--- config.mk ---
export PLATFORM = sky130hd
export DESIGN_NAME = eulr_cordic_cell
export DESIGN_NICKNAME = d
export VERILOG_FILES = /design/src/rtl/eulr_pkg.sv /design/src/rtl/eulr_cordic_cell.sv
export SDC_FILE = /design/constraint.sdc
export NUM_CORES = 1
export LEC_CHECK = 0
export BUFFER_PORTS_ARGS = -buffer_cell sky130_fd_sc_hd__buf_2
export CORE_ASPECT_RATIO = 1.4
export CORE_MARGIN = 8
export CORE_UTILIZATION = 40
export DETAILED_ROUTE_END_ITERATION = 7
export SETUP_SLACK_MARGIN = 0.15
export SLEW_MARGIN = 20
export SYNTH_ARGS = -nofsm -noshare
export SYNTH_HDL_FRONTEND = slang
export SYNTH_SLANG_ARGS = --single-unit
--- constraint.sdc ---
create_clock -name clk -period 11.9 [get_ports clk]
set_clock_uncertainty 0.15 [all_clocks]
set_input_delay 0.595 -clock clk [delete_from_list [all_inputs] [get_ports clk]]
set_output_delay 0.595 -clock clk [all_outputs]
set_load 0.1 [all_outputs]
--- src/rtl/eulr_pkg.sv ---
// ----------------------------------------------------------------------------
// eulr_pkg - shared constants for the Euler point rotator
// Word widths of the CORDIC datapath and the arctangent table in phase units.
// ----------------------------------------------------------------------------
package eulr_pkg;

  // CORDIC x/y words, signed Q.28
  localparam int TRIG_W    = 32;
  localparam int TRIG_FRAC = 28;
  // residual phase, 32-bit turn plus growth headroom
  localparam int PHASE_W   = 32;
  localparam int Z_W       = 34;
  localparam int TABLE_LEN = 24;

  // 0.60725293500888 in Q.28, removes the CORDIC gain
  localparam logic [TRIG_W-1:0] CORDIC_START = 32'd163008218;

  // atan(2^-i) in units where 2^32 is a full turn
  function automatic logic [Z_W-1:0] atan_phase(input logic [4:0] idx);
    logic [Z_W-1:0] v;
    case (idx)
      5'd0:    v = 34'd536870912;
      5'd1:    v = 34'd316933406;
      5'd2:    v = 34'd167458907;
      5'd3:    v = 34'd85004756;
      5'd4:    v = 34'd42667331;
      5'd5:    v = 34'd21354465;
      5'd6:    v = 34'd10679838;
      5'd7:    v = 34'd5340245;
      5'd8:    v = 34'd2670163;
      5'd9:    v = 34'd1335087;
      5'd10:   v = 34'd667544;
      5'd11:   v = 34'd333772;
      5'd12:   v = 34'd166886;
      5'd13:   v = 34'd83443;
      5'd14:   v = 34'd41722;
      5'd15:   v = 34'd20861;
      5'd16:   v = 34'd10430;
      5'd17:   v = 34'd5215;
      5'd18:   v = 34'd2608;
      5'd19:   v = 34'd1304;
      5'd20:   v = 34'd652;
      5'd21:   v = 34'd326;
      5'd22:   v = 34'd163;
      5'd23:   v = 34'd81;
      default: v = '0;
    endcase
    return v;
  endfunction

endpackage

--- src/rtl/eulr_cordic_cell.sv ---
// ----------------------------------------------------------------------------
// eulr_cordic_cell - one CORDIC micro-rotation for three angles
// Rotates three x/y/z triples by atan(2^-STAGE) and hands them to the next
// cell together with the side data that rides along.
// ----------------------------------------------------------------------------
module eulr_cordic_cell
  import eulr_pkg::*;
#(
  parameter int STAGE  = 0,
  parameter int PASS_W = 1
) (
  input  logic                       clk,
  input  logic                       rst_n,
  input  logic                       in_valid,
  output logic                       in_ready,
  input  logic [2:0][TRIG_W-1:0]     in_x,
  input  logic [2:0][TRIG_W-1:0]     in_y,
  input  logic [2:0][Z_W-1:0]        in_z,
  input  logic [PASS_W-1:0]          in_pass,
  output logic                       out_valid,
  input  logic                       out_ready,
  output logic [2:0][TRIG_W-1:0]     out_x,
  output logic [2:0][TRIG_W-1:0]     out_y,
  output logic [2:0][Z_W-1:0]        out_z,
  output logic [PASS_W-1:0]          out_pass
);

  localparam logic [Z_W-1:0] ATAN = atan_phase(5'(STAGE));

  logic                   valid_r;
  logic [2:0][TRIG_W-1:0] x_r, x_nxt;
  logic [2:0][TRIG_W-1:0] y_r, y_nxt;
  logic [2:0][Z_W-1:0]    z_r, z_nxt;
  logic [PASS_W-1:0]      pass_r;
  logic                   take;

  assign in_ready = !valid_r || out_ready;
  assign take     = in_valid && in_ready;

  // rotate toward zero residual phase
  always_comb begin
    for (int k = 0; k < 3; k++) begin
      if (!in_z[k][Z_W-1]) begin
        x_nxt[k] = in_x[k] - TRIG_W'($signed(in_y[k]) >>> STAGE);
        y_nxt[k] = in_y[k] + TRIG_W'($signed(in_x[k]) >>> STAGE);
        z_nxt[k] = in_z[k] - ATAN;
      end else begin
        x_nxt[k] = in_x[k] + TRIG_W'($signed(in_y[k]) >>> STAGE);
        y_nxt[k] = in_y[k] - TRIG_W'($signed(in_x[k]) >>> STAGE);
        z_nxt[k] = in_z[k] + ATAN;
      end
    end
  end

  // advance valid
  always_ff @(posedge clk) begin
    if (!rst_n) begin
      valid_r <= 1'b0;
    end else if (in_ready) begin
      valid_r <= in_valid;
    end
  end

  // load payload
  always_ff @(posedge clk) begin
    if (take) begin
      x_r    <= x_nxt;
      y_r    <= y_nxt;
      z_r    <= z_nxt;
      pass_r <= in_pass;
    end
  end

  assign out_valid = valid_r;
  assign out_x     = x_r;
  assign out_y     = y_r;
  assign out_z     = z_r;
  assign out_pass  = pass_r;

endmodule

Word-level counts from Yosys, hierarchy flattened
Cells that the tools add are included.

Register bits after elaboration: 296. Bits of input ports: 299. Latch bits: 0. Bits in read-only memories: 0. Memory bits (writable): 0. Memories kept: 0.

$lt $le $gt $ge: 0. Div/mod/pow operators: 0. Shift-type cells: 0. Equality and inequality tests: 0. Multiplexer cells: 9. Multipliers: 0. Add/sub/neg operators: 15. Reduce and logical (&&, ||, !) cells: 3. Bitwise operators: 0.

Operators by type and width (number): $mux 32 (6); $sub 32x32->32 (6); $add 34x30->34 const B (3); $mux 34 (3); $sub 34x30->34 const B (3); $add 32x32->32 (3); $logic_and 1x1->1 (1); $logic_not 1->1 (1); $logic_or 1x1->1 (1).

Depth between registers and ports, before layout
Word-level depth: 3. Depth in mapped cells: 13.

Least setup slack after synthesis
No wires, ideal clock.

Path kind: register -> register. From: reg valid_r (netlist: out_valid). To: reg pass_r (netlist: out_pass), enable pin. Stages on the path, launching flop included: 3. Library setup time: 688 ps. Data required time: 11062 ps. Data arrival time: 8268 ps. Buffers on the path: 0. Slack: 2794 ps. Cell sequence: dfxtp_1 > nand2b_1 > and2_1.

Cells in the longest elaborated chain, start to end: 3.

Ends and longest elaborated chain: start: declaration (line eulr_cordic_cell.sv:30) `logic valid_r;`; start signal: assignment (line eulr_cordic_cell.sv:60) `valid_r <= in_valid;`; $logic_not 1->1 (line eulr_cordic_cell.sv:37) `assign in_ready = !valid_r || out_ready;`; $logic_or 1x1->1 (line eulr_cordic_cell.sv:37); named net in_ready (line eulr_cordic_cell.sv:15) `output logic in_ready,`; $logic_and 1x1->1 (line eulr_cordic_cell.sv:38) `assign take = in_valid && in_ready;`; named net take (line eulr_cordic_cell.sv:35) `logic take;`; end signal: assignment (line eulr_cordic_cell.sv:70) `pass_r <= in_pass;`; end: declaration (line eulr_cordic_cell.sv:34) `logic [PASS_W-1:0] pass_r;`.

The timed path passes the listed nets, and every way through them passes these cells. A chain may end at the register's enable or synchronous reset.

==> impl_metrics.toml <==
[status]
status = "finished clean"

[sta]
setup_viol = 0
fmax_mhz = 252
worst_pin_slew_ns = 1.02
final_max_slew_viol_count = 0
fin_crit_sh_pct = 33.4
worst_slack_ns = 7.93
slew_headroom_pct = 32.1
holdWs_ns = 0.0376
hold_viol_final = 0
fin_tns_setup_ns = 0
rsz0062_at_grt = "false"
period_minus_slack_ns = 3.97

[finish]
final_cells = 4209
nNetsFinal = 3969
layout-drive-gt1-share_pct = 20.6
ff_latch_area_um2 = 8790
layout_common_cells = "buf_2 (595), a21oi_1 (315), ha_1 (315), edfxtp_1 (292), inv_1 (283)"
mostFrequentLayoutCell = "buf_2"
multiInputGateArea_um2 = 15000
fin_area_um2 = 30200
syn_to_final_growth_pct = 18.5
n_fill_cell = 6260
post-route-util_pct = 47.8

[cts]
cts_buffer_depth = 3
cts_setup_buffers = 0
cts_root_buf = "clkbuf_16"
cts_buffers = 34
cts-htree-levels = 2
cts_tree = "built"
cts_resized = 0
clock_latency_ns = 0.57
hold_buffers = 0
clk_pin_slew_ns = 0.07
numClockSinks = 293

[yosys]
dominantRegCellSynth = "edfxtp_1"
yosys-top-cells-area = "edfxtp_1 (34%), ha_1 (15%), a21oi_1 (6.2%)"
yosys.area.top_type = "edfxtp_1"
synth-seq-cells = 293
synth_cell_type_count = 86
synth_edf_count = 292
syn_area_um2 = 25500
synthArstFlopShare_pct = 0
syn_inst = 2832
synth_top_area_share_pct = 34.4
synth_nets = 3455
syn_avg_cell_area_um2 = 9.00
yosys_warnings = 0
seq_area_frac_synth_pct = 34.5

[place]
placed_cell_area_um2 = 29000
dpl.cell_count = 4142
numPortBuffers = 595
pre_cts_ws_ns = 7.50
place_hpwl_um = 77100
gp_congestion = 1.02

[drt]
routed_wl_um = 95500
drt-initial-drc-count = 1621
vias_per_cell = 5.61
dr.pass1.iters = 6
wl_per_cell_um = 22.7
drc = 0
num_vias = 23600
ant_nets = 0

[setup_path]
r2r-end = "out_z[29]"
r2r-start = "out_valid"
cp_max_fo = 16
ff2ff_setup_slack_ns = 8.96
crit_required_ns = 12.06
reg2regPathDepth = 4
critPathLaunchType = "input port"
setup.worst_path.class = "in2reg"
cp-end-kind = "flop"
cp.arrival_ns = 4.13

[power]
leakage_nw = 13.6
p_per_area_nw_per_um2 = 148
finalPower_mw = 4.48
ir_drop_uv = 155

[grt]
grt_max_degree = 80
antenna_found_initial = 22
gr-usage-all-layers_pct = 25.0
gr-total-overflow = 0
grt_pass1_wl_um = 141000
grt_pass1_vias = 23300

[floorplanning]
start_util_pct = 40.4
die_w_um = 229
ioPinCount = 596
coreArea_um2 = 63100
dieArea_um2 = 72200
dieHeight_um = 315
row_count = 109

[hold_path]
min_from = "in_z[19]"
min_to = "out_z[19]"
min_path_type = "in2reg"
hold_path_depth = 1

[job]
max_cap_violations = 0
layer usage:
layer,part of all wire [%],vias up,global-route usage [%]
li1,-,11200,-
met1,37,11200,27.1
met2,51,1043,46.1
met3,7.8,194,6.80
met4,3.7,18,8.92
met5,0.13,-,0
worst max path at each step:
stage / endpoint / start / cells past startpoint / slack [ns]
after global routing: out_x[94] / in_x[79] / 12 / 7.84
after CTS: out_x[92] / in_x[68] / 12 / 8.12
after detailed placement: out_y[92] / in_x[68] / 12 / 7.50
after floorplan: out_pass / out_valid / 2 / 2.79
final: out_y[95] / in_x[77] / 12 / 7.93
after global placement: out_x[92] / in_x[68] / 12 / 7.52
cells in the mapped netlist (all sizes together), types with 32 or more instances:
cell,n
a21oi,315
ha,315
edfxtp,292
inv,283
nor2,218
o21ai,196
xnor2,167
nand2,150
clkbuf,84
a21o,66
o21bai,57
nor3,53
a211oi,49
buf,43
a31oi,34
nand3,34
nand4,32
power by group:
group	internal, mW	total [mW]	switching [mW]
sequential	1.30	1.34	0.0360
combinational	0.451	2.01	1.56
clock	0.650	1.13	0.481
area by class of cell:
type / count / share of cell area, %
antenna: 5 / 0.0414
clock buffer: 43 / 2.93
clock inverter: 19 / 0.932
inverter: 296 / 3.68
multi-input combinational: 2116 / 49.8
sequential: 293 / 29.1
tap: 832 / 3.45
timing repair buffer: 605 / 10.1
flip-flops by register name (all words and copies together), names as in the netlist:
name / cells
out_z: 102
out_x: 96
out_valid: 1
out_y: 93
out_pass: 1
cells by family after synthesis:
| kind of cell | count (synthesis) | share of synthesized area (%) |
|---|---|---|
| and+or+nand+nor | 638 | 11.8 |
| muxes | 34 | 1.35 |
| AOI/OAI and AO/OA | 928 | 23.0 |
| adders and majority gates | 324 | 16.2 |
| xor gates and xnor gates | 192 | 6.60 |
| DFF | 293 | 34.5 |
| buffers and inverters | 423 | 6.58 |
critical path, cell delays in order:
cell	delay, ns
buf_2	0.10
inv_1	0.04
ha_1	0.50
nor3_1	0.50
nand2_1	0.21
or4_1	0.51
o32a_1	0.25
a211oi_1	0.69
a21o_1	0.31
a311oi_1	0.14
mux2i_1	0.19
xnor2_1	0.09
Note: power is estimated with default switching activity, not from simulation.
